### config.mk
export PLATFORM = sky130hd
export DESIGN_NAME = snapshot_fragment_reassembly_flat
export DESIGN_NICKNAME = d
export VERILOG_FILES = /design/src/design/sfr_pkg.sv /design/src/design/sfr_if.sv /design/src/design/snapshot_fragment_reassembly.sv /design/src/design/sfr_front.sv /design/src/design/sfr_queue.sv /design/src/design/sfr_back.sv /design/src/flat_wrapper.sv
export SDC_FILE = /design/constraint.sdc
export NUM_CORES = 2
export LEC_CHECK = 0
export ABC_CLOCK_PERIOD_IN_PS = 18160
export BUFFER_PORTS_ARGS = -buffer_cell sky130_fd_sc_hd__buf_2
export CAP_MARGIN = 40
export CORE_MARGIN = 3
export CORE_UTILIZATION = 50
export CTS_BUF_LIST = sky130_fd_sc_hd__clkbuf_8
export DETAILED_ROUTE_END_ITERATION = 8
export PLACE_DENSITY = 0.78
export SYNTH_ARGS = -nofsm -noshare
export SYNTH_HDL_FRONTEND = slang
export SYNTH_HIERARCHICAL = 1
export SYNTH_SLANG_ARGS = --single-unit
### constraint.sdc
create_clock -name clk -period 18.16 [get_ports clk]
set_clock_uncertainty 0.05 [all_clocks]
set_input_delay 3.632 -clock clk [delete_from_list [all_inputs] [get_ports clk]]
set_output_delay 3.632 -clock clk [all_outputs]
set_load 0.005 [all_outputs]
### src/design/sfr_pkg.sv
package sfr_pkg;

    localparam int MAX_FRAGMENTS    = 64;
    localparam int FRAGMENT_BYTES   = 1024;
    localparam int MAX_RECORD_BYTES = 65536;

    // bitmap index width, at least one bit
    localparam int IDX_W = (MAX_FRAGMENTS > 1) ? $clog2(MAX_FRAGMENTS) : 1;

    localparam int QUEUE_DEPTH = 2;
    localparam int QPTR_W      = (QUEUE_DEPTH > 1) ? $clog2(QUEUE_DEPTH) : 1;
    localparam int QCNT_W      = $clog2(QUEUE_DEPTH + 1);

    // configuration register indexes
    localparam logic [1:0] CFG_WORLD_ID = 2'd0;
    localparam logic [1:0] CFG_ASSET_ID = 2'd1;
    localparam logic [1:0] CFG_MAX_BYTES = 2'd2;

    // fragment status codes
    localparam logic [1:0] ST_PENDING   = 2'd0;
    localparam logic [1:0] ST_COMPLETE  = 2'd1;
    localparam logic [1:0] ST_INVALID   = 2'd2;
    localparam logic [1:0] ST_DUPLICATE = 2'd3;

    typedef struct packed {
        logic [63:0] scene_identity;
        logic [63:0] asset_identity;
        logic [16:0] max_record_bytes;
    } sfr_cfg_t;

    typedef struct packed {
        logic             first;
        logic             last;
        logic             hdr_ok;
        logic [63:0]      transfer_tag;
        logic [63:0]      region_key;
        logic [63:0]      region_revision;
        logic [31:0]      region_generation;
        logic [16:0]      record_bytes;
        logic [6:0]       fragment_total;
        logic [IDX_W-1:0] frag_index;
        logic [10:0]      payload_size;
        logic [15:0]      address;
        logic [7:0]       payload_byte;
    } sfr_entry_t;

endpackage

### src/design/sfr_if.sv
interface sfr_rx_if;
    logic        valid;
    logic        ready;
    logic [63:0] scene_identity;
    logic [63:0] asset_identity;
    logic [63:0] transfer_tag;
    logic [63:0] region_key;
    logic [63:0] region_revision;
    logic [31:0] region_generation;
    logic [16:0] record_bytes;
    logic [6:0]  fragment_total;
    logic [6:0]  fragment_number;
    logic [10:0] payload_size;
    logic [7:0]  payload_byte;

    modport source (
        output valid, scene_identity, asset_identity, transfer_tag, region_key,
               region_revision, region_generation, record_bytes, fragment_total,
               fragment_number, payload_size, payload_byte,
        input  ready
    );
    modport sink (
        input  valid, scene_identity, asset_identity, transfer_tag, region_key,
               region_revision, region_generation, record_bytes, fragment_total,
               fragment_number, payload_size, payload_byte,
        output ready
    );
endinterface

interface sfr_tx_if;
    logic        valid;
    logic        ready;
    logic        write_enable;
    logic [15:0] write_address;
    logic [7:0]  write_data;
    logic        restart;
    logic        fragment_end;
    logic [1:0]  status;

    modport source (
        output valid, write_enable, write_address, write_data, restart,
               fragment_end, status,
        input  ready
    );
    modport sink (
        input  valid, write_enable, write_address, write_data, restart,
               fragment_end, status,
        output ready
    );
endinterface

### src/design/snapshot_fragment_reassembly.sv
// a payload byte is written into the queue, then registered in the back end's output register
// throughput: one byte per cycle while the output is not stalled; the back end updates the bitmap as it takes each byte
// the two-entry queue between front and back holds bytes while the output is stalled
// reset: asynchronous active low; no transfer open, bitmap cleared,
// max_record_bytes at its largest value; no clearing pass is needed
module snapshot_fragment_reassembly (
    input  logic        clk,
    input  logic        rst_n,
    sfr_rx_if.sink      rx,
    sfr_tx_if.source    tx,
    input  logic        cfg_we,
    input  logic [1:0]  cfg_index,
    input  logic [63:0] cfg_data
);
    import sfr_pkg::*;

    // configuration registers; the user must write them only while idle, the block does not enforce it
    logic [63:0] world_id_reg, world_id_next;
    logic [63:0] asset_id_reg, asset_id_next;
    logic [16:0] max_bytes_reg, max_bytes_next;
    sfr_cfg_t    cfg;

    // front to queue
    logic       push_valid;
    logic       push_ready;
    sfr_entry_t push_entry;

    // queue to back
    logic       pop_valid;
    logic       pop_ready;
    sfr_entry_t pop_entry;

    always_comb
    begin
        world_id_next  = world_id_reg;
        asset_id_next  = asset_id_reg;
        max_bytes_next = max_bytes_reg;
        if (cfg_we)
        begin
            // indexes past the register list are dropped
            case (cfg_index)
                CFG_WORLD_ID:  world_id_next  = cfg_data;
                CFG_ASSET_ID:  asset_id_next  = cfg_data;
                CFG_MAX_BYTES: max_bytes_next = cfg_data[16:0];
                default:       ;
            endcase
        end
    end

    always_ff @(posedge clk or negedge rst_n)
    begin
        if (!rst_n)
        begin
            world_id_reg  <= '0;
            asset_id_reg  <= '0;
            max_bytes_reg <= 17'(MAX_RECORD_BYTES);
        end
        else
        begin
            world_id_reg  <= world_id_next;
            asset_id_reg  <= asset_id_next;
            max_bytes_reg <= max_bytes_next;
        end
    end

    // identities first, record size bound last
    assign cfg = {world_id_reg, asset_id_reg, max_bytes_reg};

    // front: tracks byte position, checks the header, forms the write address
    sfr_front u_front (
        .clk        (clk),
        .rst_n      (rst_n),
        .rx         (rx),
        .cfg        (cfg),
        .push_valid (push_valid),
        .push_entry (push_entry),
        .push_ready (push_ready)
    );

    // short queue decouples front and back stalls
    sfr_queue u_queue (
        .clk        (clk),
        .rst_n      (rst_n),
        .push_valid (push_valid),
        .push_entry (push_entry),
        .push_ready (push_ready),
        .pop_valid  (pop_valid),
        .pop_entry  (pop_entry),
        .pop_ready  (pop_ready)
    );

    // back: transfer bookkeeping, bitmap, status and output register
    sfr_back u_back (
        .clk       (clk),
        .rst_n     (rst_n),
        .pop_valid (pop_valid),
        .pop_entry (pop_entry),
        .pop_ready (pop_ready),
        .tx        (tx)
    );

endmodule

### src/design/sfr_front.sv
module sfr_front (
    input  logic                clk,
    input  logic                rst_n,
    sfr_rx_if.sink              rx,
    input  sfr_pkg::sfr_cfg_t   cfg,
    output logic                push_valid,
    output sfr_pkg::sfr_entry_t push_entry,
    input  logic                push_ready
);
    import sfr_pkg::*;

    logic [10:0] pos_reg, pos_next;
    logic [10:0] len_reg, len_next;
    logic [15:0] base_reg, base_next;

    logic        first;
    logic        last;
    logic        hdr_ok;
    logic [10:0] len_cur;
    logic [15:0] base_cur;
    logic [17:0] offset;
    logic [18:0] frag_end_pos;
    logic        accept;

    assign rx.ready   = push_ready;
    assign push_valid = rx.valid;
    assign accept     = rx.valid && push_ready;

    assign first  = (pos_reg == 11'd0);
    assign offset = 18'(rx.fragment_number) * 18'(FRAGMENT_BYTES);
    assign frag_end_pos = 19'(offset) + 19'(rx.payload_size);

    always_comb
    begin
        hdr_ok = 1'b1;
        if (rx.scene_identity != cfg.scene_identity
            || rx.asset_identity != cfg.asset_identity)
            hdr_ok = 1'b0;
        if (rx.transfer_tag == 64'd0)
            hdr_ok = 1'b0;
        if (rx.fragment_total == 7'd0
            || 8'(rx.fragment_total) > 8'(MAX_FRAGMENTS)
            || rx.fragment_number >= rx.fragment_total)
            hdr_ok = 1'b0;
        if (rx.record_bytes == 17'd0 || rx.record_bytes > cfg.max_record_bytes
            || 18'(rx.record_bytes) > 18'(MAX_RECORD_BYTES))
            hdr_ok = 1'b0;
        if (rx.payload_size == 11'd0
            || 12'(rx.payload_size) > 12'(FRAGMENT_BYTES))
            hdr_ok = 1'b0;
        // fragment must fit inside the record
        if (offset > 18'(rx.record_bytes) || frag_end_pos > 19'(rx.record_bytes))
            hdr_ok = 1'b0;
    end

    assign len_cur  = first ? ((rx.payload_size == 11'd0) ? 11'd1 : rx.payload_size)
                            : len_reg;
    assign base_cur = first ? offset[15:0] : base_reg;
    assign last     = (12'(pos_reg) + 12'd1 >= 12'(len_cur));

    always_comb
    begin
        pos_next  = pos_reg;
        len_next  = len_reg;
        base_next = base_reg;
        if (accept)
        begin
            len_next  = len_cur;
            base_next = base_cur;
            pos_next  = last ? 11'd0 : pos_reg + 11'd1;
        end
    end

    always_comb
    begin
        push_entry                   = '0;
        push_entry.first             = first;
        push_entry.last              = last;
        push_entry.hdr_ok            = hdr_ok;
        push_entry.transfer_tag      = rx.transfer_tag;
        push_entry.region_key        = rx.region_key;
        push_entry.region_revision   = rx.region_revision;
        push_entry.region_generation = rx.region_generation;
        push_entry.record_bytes      = rx.record_bytes;
        push_entry.fragment_total    = rx.fragment_total;
        push_entry.frag_index        = rx.fragment_number[IDX_W-1:0];
        push_entry.payload_size      = rx.payload_size;
        push_entry.address           = base_cur + 16'(pos_reg);
        push_entry.payload_byte      = rx.payload_byte;
    end

    always_ff @(posedge clk or negedge rst_n)
    begin
        if (!rst_n)
        begin
            pos_reg  <= '0;
            len_reg  <= '0;
            base_reg <= '0;
        end
        else
        begin
            pos_reg  <= pos_next;
            len_reg  <= len_next;
            base_reg <= base_next;
        end
    end

endmodule

### src/design/sfr_queue.sv
module sfr_queue (
    input  logic                clk,
    input  logic                rst_n,
    input  logic                push_valid,
    input  sfr_pkg::sfr_entry_t push_entry,
    output logic                push_ready,
    output logic                pop_valid,
    output sfr_pkg::sfr_entry_t pop_entry,
    input  logic                pop_ready
);
    import sfr_pkg::*;

    sfr_entry_t        mem_reg [QUEUE_DEPTH];
    logic [QPTR_W-1:0] wr_ptr_reg, wr_ptr_next;
    logic [QPTR_W-1:0] rd_ptr_reg, rd_ptr_next;
    logic [QCNT_W-1:0] count_reg, count_next;
    logic              do_push;
    logic              do_pop;

    assign push_ready = (count_reg != QCNT_W'(QUEUE_DEPTH));
    assign pop_valid  = (count_reg != '0);
    assign pop_entry  = mem_reg[rd_ptr_reg];
    assign do_push    = push_valid && push_ready;
    assign do_pop     = pop_valid && pop_ready;

    always_comb
    begin
        wr_ptr_next = wr_ptr_reg;
        rd_ptr_next = rd_ptr_reg;
        count_next  = count_reg;
        if (do_push)
            wr_ptr_next = (wr_ptr_reg == QPTR_W'(QUEUE_DEPTH - 1)) ? '0 : wr_ptr_reg + 1'b1;
        if (do_pop)
            rd_ptr_next = (rd_ptr_reg == QPTR_W'(QUEUE_DEPTH - 1)) ? '0 : rd_ptr_reg + 1'b1;
        if (do_push && !do_pop)
            count_next = count_reg + 1'b1;
        else if (do_pop && !do_push)
            count_next = count_reg - 1'b1;
    end

    always_ff @(posedge clk)
    begin
        if (do_push)
            mem_reg[wr_ptr_reg] <= push_entry;
    end

    always_ff @(posedge clk or negedge rst_n)
    begin
        if (!rst_n)
        begin
            wr_ptr_reg <= '0;
            rd_ptr_reg <= '0;
            count_reg  <= '0;
        end
        else
        begin
            wr_ptr_reg <= wr_ptr_next;
            rd_ptr_reg <= rd_ptr_next;
            count_reg  <= count_next;
        end
    end

endmodule

### src/design/sfr_back.sv
module sfr_back (
    input  logic                clk,
    input  logic                rst_n,
    input  logic                pop_valid,
    input  sfr_pkg::sfr_entry_t pop_entry,
    output logic                pop_ready,
    sfr_tx_if.source            tx
);
    import sfr_pkg::*;

    // open transfer state
    logic [63:0]              tag_reg, tag_next;
    logic [63:0]              region_reg, region_next;
    logic [63:0]              revision_reg, revision_next;
    logic [31:0]              generation_reg, generation_next;
    logic [16:0]              total_bytes_reg, total_bytes_next;
    logic [6:0]               frag_total_reg, frag_total_next;
    logic [6:0]               frags_seen_reg, frags_seen_next;
    logic [16:0]              bytes_seen_reg, bytes_seen_next;
    logic [MAX_FRAGMENTS-1:0] seen_map_reg, seen_map_next;
    logic                     accepted_reg, accepted_next;
    logic [1:0]               verdict_reg, verdict_next;

    // output stage
    logic        out_valid_reg, out_valid_next;
    logic        out_we_reg, out_we_next;
    logic [15:0] out_addr_reg, out_addr_next;
    logic [7:0]  out_data_reg, out_data_next;
    logic        out_restart_reg, out_restart_next;
    logic        out_fend_reg, out_fend_next;
    logic [1:0]  out_status_reg, out_status_next;

    logic fire;
    logic same_hdr;
    logic opens;

    assign pop_ready = !out_valid_reg || tx.ready;
    assign fire      = pop_valid && pop_ready;

    assign same_hdr = (tag_reg != 64'd0)
                   && tag_reg == pop_entry.transfer_tag
                   && region_reg == pop_entry.region_key
                   && revision_reg == pop_entry.region_revision
                   && generation_reg == pop_entry.region_generation
                   && total_bytes_reg == pop_entry.record_bytes
                   && frag_total_reg == pop_entry.fragment_total;

    assign opens = pop_entry.first && pop_entry.hdr_ok && !same_hdr;

    always_comb
    begin
        tag_next         = tag_reg;
        region_next      = region_reg;
        revision_next    = revision_reg;
        generation_next  = generation_reg;
        total_bytes_next = total_bytes_reg;
        frag_total_next  = frag_total_reg;
        frags_seen_next  = frags_seen_reg;
        bytes_seen_next  = bytes_seen_reg;
        seen_map_next    = seen_map_reg;
        accepted_next    = accepted_reg;
        verdict_next     = verdict_reg;

        out_valid_next   = out_valid_reg && !tx.ready;
        out_we_next      = out_we_reg;
        out_addr_next    = out_addr_reg;
        out_data_next    = out_data_reg;
        out_restart_next = out_restart_reg;
        out_fend_next    = out_fend_reg;
        out_status_next  = out_status_reg;

        if (fire)
        begin
            out_valid_next   = 1'b1;
            out_restart_next = opens && (tag_reg != 64'd0);

            if (pop_entry.first)
            begin
                accepted_next = 1'b0;
                verdict_next  = ST_INVALID;
                if (pop_entry.hdr_ok)
                begin
                    // new header replaces whatever was open
                    if (opens)
                    begin
                        tag_next         = pop_entry.transfer_tag;
                        region_next      = pop_entry.region_key;
                        revision_next    = pop_entry.region_revision;
                        generation_next  = pop_entry.region_generation;
                        total_bytes_next = pop_entry.record_bytes;
                        frag_total_next  = pop_entry.fragment_total;
                        frags_seen_next  = '0;
                        bytes_seen_next  = '0;
                        seen_map_next    = '0;
                    end
                    if (seen_map_next[pop_entry.frag_index])
                    begin
                        verdict_next = ST_DUPLICATE;
                    end
                    else
                    begin
                        seen_map_next[pop_entry.frag_index] = 1'b1;
                        frags_seen_next = frags_seen_next + 7'd1;
                        bytes_seen_next = bytes_seen_next + 17'(pop_entry.payload_size);
                        accepted_next   = 1'b1;
                        verdict_next    = ST_PENDING;
                    end
                end
            end

            out_we_next   = accepted_next;
            out_addr_next = accepted_next ? pop_entry.address : 16'd0;
            out_data_next = accepted_next ? pop_entry.payload_byte : 8'd0;
            out_fend_next   = pop_entry.last;
            out_status_next = ST_PENDING;

            if (pop_entry.last)
            begin
                out_status_next = verdict_next;
                if (accepted_next && frags_seen_next >= frag_total_next
                    && bytes_seen_next == total_bytes_next)
                begin
                    out_status_next  = ST_COMPLETE;
                    tag_next         = '0;
                    region_next      = '0;
                    revision_next    = '0;
                    generation_next  = '0;
                    total_bytes_next = '0;
                    frag_total_next  = '0;
                    frags_seen_next  = '0;
                    bytes_seen_next  = '0;
                    seen_map_next    = '0;
                end
                accepted_next = 1'b0;
                verdict_next  = ST_PENDING;
            end
        end
    end

    assign tx.valid         = out_valid_reg;
    assign tx.write_enable  = out_we_reg;
    assign tx.write_address = out_addr_reg;
    assign tx.write_data    = out_data_reg;
    assign tx.restart       = out_restart_reg;
    assign tx.fragment_end  = out_fend_reg;
    assign tx.status        = out_status_reg;

    always_ff @(posedge clk)
    begin
        out_we_reg      <= out_we_next;
        out_addr_reg    <= out_addr_next;
        out_data_reg    <= out_data_next;
        out_restart_reg <= out_restart_next;
        out_fend_reg    <= out_fend_next;
        out_status_reg  <= out_status_next;
    end

    always_ff @(posedge clk or negedge rst_n)
    begin
        if (!rst_n)
        begin
            tag_reg         <= '0;
            region_reg      <= '0;
            revision_reg    <= '0;
            generation_reg  <= '0;
            total_bytes_reg <= '0;
            frag_total_reg  <= '0;
            frags_seen_reg  <= '0;
            bytes_seen_reg  <= '0;
            seen_map_reg    <= '0;
            accepted_reg    <= 1'b0;
            verdict_reg     <= ST_PENDING;
            out_valid_reg   <= 1'b0;
        end
        else
        begin
            tag_reg         <= tag_next;
            region_reg      <= region_next;
            revision_reg    <= revision_next;
            generation_reg  <= generation_next;
            total_bytes_reg <= total_bytes_next;
            frag_total_reg  <= frag_total_next;
            frags_seen_reg  <= frags_seen_next;
            bytes_seen_reg  <= bytes_seen_next;
            seen_map_reg    <= seen_map_next;
            accepted_reg    <= accepted_next;
            verdict_reg     <= verdict_next;
            out_valid_reg   <= out_valid_next;
        end
    end

endmodule

### src/flat_wrapper.sv
// flat-port wrapper written by rule: the top's interface ports become plain ports
module snapshot_fragment_reassembly_flat import sfr_pkg::*;
  (clk, rst_n, cfg_we, cfg_index, cfg_data, rx_valid, rx_scene_identity, rx_asset_identity, rx_transfer_tag, rx_region_key, rx_region_revision, rx_region_generation, rx_record_bytes, rx_fragment_total, rx_fragment_number, rx_payload_size, rx_payload_byte, rx_ready, tx_valid, tx_write_enable, tx_write_address, tx_write_data, tx_restart, tx_fragment_end, tx_status, tx_ready);
  sfr_rx_if rx_i ();
  sfr_tx_if tx_i ();
  input  logic clk;
  input  logic rst_n;
  input  logic cfg_we;
  input  logic [1:0] cfg_index;
  input  logic [63:0] cfg_data;
  input wire logic [$bits(rx_i.valid)-1:0] rx_valid;
  input wire logic [$bits(rx_i.scene_identity)-1:0] rx_scene_identity;
  input wire logic [$bits(rx_i.asset_identity)-1:0] rx_asset_identity;
  input wire logic [$bits(rx_i.transfer_tag)-1:0] rx_transfer_tag;
  input wire logic [$bits(rx_i.region_key)-1:0] rx_region_key;
  input wire logic [$bits(rx_i.region_revision)-1:0] rx_region_revision;
  input wire logic [$bits(rx_i.region_generation)-1:0] rx_region_generation;
  input wire logic [$bits(rx_i.record_bytes)-1:0] rx_record_bytes;
  input wire logic [$bits(rx_i.fragment_total)-1:0] rx_fragment_total;
  input wire logic [$bits(rx_i.fragment_number)-1:0] rx_fragment_number;
  input wire logic [$bits(rx_i.payload_size)-1:0] rx_payload_size;
  input wire logic [$bits(rx_i.payload_byte)-1:0] rx_payload_byte;
  output wire logic [$bits(rx_i.ready)-1:0] rx_ready;
  output wire logic [$bits(tx_i.valid)-1:0] tx_valid;
  output wire logic [$bits(tx_i.write_enable)-1:0] tx_write_enable;
  output wire logic [$bits(tx_i.write_address)-1:0] tx_write_address;
  output wire logic [$bits(tx_i.write_data)-1:0] tx_write_data;
  output wire logic [$bits(tx_i.restart)-1:0] tx_restart;
  output wire logic [$bits(tx_i.fragment_end)-1:0] tx_fragment_end;
  output wire logic [$bits(tx_i.status)-1:0] tx_status;
  input wire logic [$bits(tx_i.ready)-1:0] tx_ready;
  assign rx_i.valid = rx_valid;
  assign rx_i.scene_identity = rx_scene_identity;
  assign rx_i.asset_identity = rx_asset_identity;
  assign rx_i.transfer_tag = rx_transfer_tag;
  assign rx_i.region_key = rx_region_key;
  assign rx_i.region_revision = rx_region_revision;
  assign rx_i.region_generation = rx_region_generation;
  assign rx_i.record_bytes = rx_record_bytes;
  assign rx_i.fragment_total = rx_fragment_total;
  assign rx_i.fragment_number = rx_fragment_number;
  assign rx_i.payload_size = rx_payload_size;
  assign rx_i.payload_byte = rx_payload_byte;
  assign rx_ready = rx_i.ready;
  assign tx_valid = tx_i.valid;
  assign tx_write_enable = tx_i.write_enable;
  assign tx_write_address = tx_i.write_address;
  assign tx_write_data = tx_i.write_data;
  assign tx_restart = tx_i.restart;
  assign tx_fragment_end = tx_i.fragment_end;
  assign tx_status = tx_i.status;
  assign tx_i.ready = tx_ready;
  snapshot_fragment_reassembly u_core (.clk(clk), .rst_n(rst_n), .rx(rx_i), .tx(tx_i), .cfg_we(cfg_we), .cfg_index(cfg_index), .cfg_data(cfg_data));
endmodule
==> out/qor.yml <==
regToRegEndpoint: "u_core/u_back/generation_reg[20]$_DFFE_PN0P_"
setup.worst_path.class: "reg -> reg"
post-cts-setup-buffer-count: 0
synthCells: 4064
synth_xor_area_share_pct: 6.03
timing.rr.start: "u_core/u_queue/rd_ptr_reg$_DFFE_PN0P_"
wl_per_cell_um: 26.4
crit_arrival_ns: 11.04
ys_types: 107
drt_iter0_markers: 3874
seqPwrFrac_pct: 39.4
hpwlAfterDp_um: 114000
place_inst: 5640
numCtsBuffers: 183
rsz0062_at_grt: "no"
ys_warn_count: 6
hold_violations: 0
power.total_mw: 10.2
cts_buffer_depth: 3
start_kind: "register"
htree_levels: 4
timing.final.crit_period_ns: 10.32
track_usage_pct: 26.5
power.share.switching_pct: 37.0
synth-edff-count: 613
ff2ff_path_depth: 25
slew_violations: 0
largest_reg_flops: 584
syn-cell-area_um2: 56500
hold_start: "u_core/u_front/base_reg[1]$_DFFE_PN0P_"
boundaryPins: 504
p_clk_share_pct: 22.1
synth_area_leaders: "edfxtp_1 33%, dfrtp_1 23%, mux2_4 10%, a22o_1 3.8%, buf_4 3.7%"
fp.dieH_um: 342
n_fill_cell: 8950
synthTopCellsByCount: "613 x edfxtp_1, 526 x dfrtp_1, 390 x mux2_4"
seqCellArea_um2: 31600
stdcell_count: 6005
floorplan.rows: 122
clock.fmax_ghz: 0.0969
synth_area_per_cell_um2: 13.9
vias_per_cell: 5.93
cts.sinks: 1140
die_w_um: 342
cts_root_buf: "clkbuf_8"
drive_gt1_share_pct: 29.0
core_um2: 111000
grt_max_degree: 240
synthMuxAreaShare_pct: 12.7
worst_ir_drop_vdd_uv: 141
critPathRequiredTime_ns: 18.88
synth_ff_type: "edfxtp_1"
synthAdderAreaFrac_pct: 2.11
p_comb_share_pct: 38.5
cp-end-kind: "register"
period_share_pct: 56.8
area_delta_synth_final_pct: 9.41
multi_input_area_um2: 21000
synthSimpleGateAreaFrac_pct: 6.79
synth_top_family_by_area: "multiplexers"
fin_util_pct: 55.4
grt_pass1_wl_um: 231000
powerDensity_nw_per_um2: 165
yosysTopAreaCell: "edfxtp_1"
timing.setup.tns_ns: 0
io_buffers: 503
drt-total-wl_um: 159000
drv_cap: 0
grt_pass1_vias: 35800
drtAntennaViolNets: 0
cp_max_fo: 239
drc: 0
setup_viol: 0
leakage_nw: 26.4
drt_pass1_iterations: 7
worstMarginPinSlew_ns: 1.27
cts.reportedPaths.clkPinSlew_ns: 0.06
syn_nets: 4631
synth_top_area_share_pct: 32.6
cts_resized: 0
synth_compound_area_share_pct: 9.46
synth-seq-cells: 1140
postCtsHoldBufs: 0
ys_seq_area_share_pct: 55.9
r2r_slack_ns: 7.84
overflow: 0
initial_utilization_pct: 50.7
die_area_um2: 117000
holdPathEnd: "u_core/u_front/base_reg[1]$_DFFE_PN0P_"
nNetsFinal: 4905
insertion_delay_ns: 0.88
min_path_cells: 1
gp_congestion: 0.955
p_switching_mw: 3.78
synth_most_common_cell: "edfxtp_1"
async_flop_share_pct: 46.2
hp-class: "reg -> reg"
grt_antenna_before_repair: 40
slew_headroom_pct: 15.4
num_vias: 35600
run_status: "finished clean"
intPower_mw: 6.43
cts_tree: "yes"
[worst max-delay path, stage by stage, from the launching register on]
cell       delay, ns
dfrtp_4         0.97
buf_12          0.60
mux2_4          0.39
xnor2_1         0.57
nand4_1         0.35
nor4_1          0.60
nand4_1         0.24
nor4bb_2        0.72
a31oi_2         0.31
nor2_1          0.25
ha_1            0.19
a21oi_1         0.09
a21boi_0        0.38
o211ai_1        0.19
a2111oi_0       0.73
a221oi_1        0.17
a211oi_1        0.29
xor2_1          0.25
a21oi_1         0.14
xnor2_1         0.19
nand4bb_4       0.14
nor2_1          0.06
nand4b_1        0.16
a21o_4          0.58
buf_12          0.81
a22o_1          0.26
[worst max path at each step]
stage | start | cells past startpoint | endpoint
after detailed placement | u_core/u_queue/rd_ptr_reg$_DFFE_PN0P_ | 25 | u_core/u_back/revision_reg[33]$_DFFE_PN0P_
after global placement | u_core/u_queue/rd_ptr_reg$_DFFE_PN0P_ | 24 | u_core/u_back/seen_map_reg[54]$_DFFE_PN0P_
after global routing | u_core/u_queue/rd_ptr_reg$_DFFE_PN0P_ | 25 | u_core/u_back/revision_reg[33]$_DFFE_PN0P_
after floorplan | rx_valid | 3 | u_core/u_queue/mem_reg[0][0]$_DFFE_PP_
after CTS | u_core/u_queue/rd_ptr_reg$_DFFE_PN0P_ | 25 | u_core/u_back/revision_reg[33]$_DFFE_PN0P_
final | u_core/u_queue/rd_ptr_reg$_DFFE_PN0P_ | 25 | u_core/u_back/generation_reg[20]$_DFFE_PN0P_
[metrics by stage]
step | worst slack [ns] | hold slack, ns | instance area [um^2]
global route | 7.45 | 0.438 | 61800
detailed placement | 8.26 | 0.412 | 58000
CTS | 8.24 | 0.427 | 61700
global placement | 8.14 | 0.404 | 57700
finish | 7.84 | 0.426 | 61800
floorplan | 1.26 | 0.391 | 56500
[layer usage]
metal / GRT usage, % / vias to the layer above / wire length (um)
li1: - / 15500 / -
met1: 34.2 / 17900 / 62700
met2: 41.9 / 1787 / 74400
met3: 7.06 / 337 / 14200
met4: 11.9 / 22 / 7250
met5: 0 / - / 157
[cells in the final DEF, fill, tap and decap left out, types with 56 or more instances in the layout]
cell      Yosys  layout
a32o_1       56      56
dfrtp_1     526     525
nor4_1      107     106
xnor2_1     190     190
mux2_4      390     390
xor2_1      199     199
nand2_1     148     147
clkbuf_8      0     209
ha_1         92      92
nand4_1      79      79
a22o_1      242     242
buf_2        46     504
edfxtp_1    613     613
inv_1       111     168
nor2_1       89      88
[cell type report]
cell class                 count  share of cell area [%]
sequential                  1140                    51.1
tap                         1488                    3.01
multi-input combinational   2344                    34.0
timing repair buffer         551                    4.98
antenna                       18                  0.0729
inverter                     118                   0.717
clock inverter               137                    1.46
clock buffer                 209                    4.66
[logic make-up (layout without fill, tap and decap cells)]
group | after synthesis | after routing
and+or+nand+nor | 688 | 688
muxes | 508 | 508
xor gates and xnor gates | 389 | 389
buffers and inverters | 580 | 1015
adders and majority gates | 94 | 94
AOI/OAI and AO/OA | 665 | 665
DFF | 1140 | 1140
other | 0 | 18
[power groups by stage]
stage	combinational (mW)	sequential, mW	clock (mW)
after floorplan	2.95	4.02	0
after global placement	3.77	4.01	0
after detailed placement	3.86	4.04	0
after CTS	3.88	4.00	2.29
after global routing	4.17	4.08	2.41
final	3.93	4.02	2.25
Power figures use the tool's default switching activity.
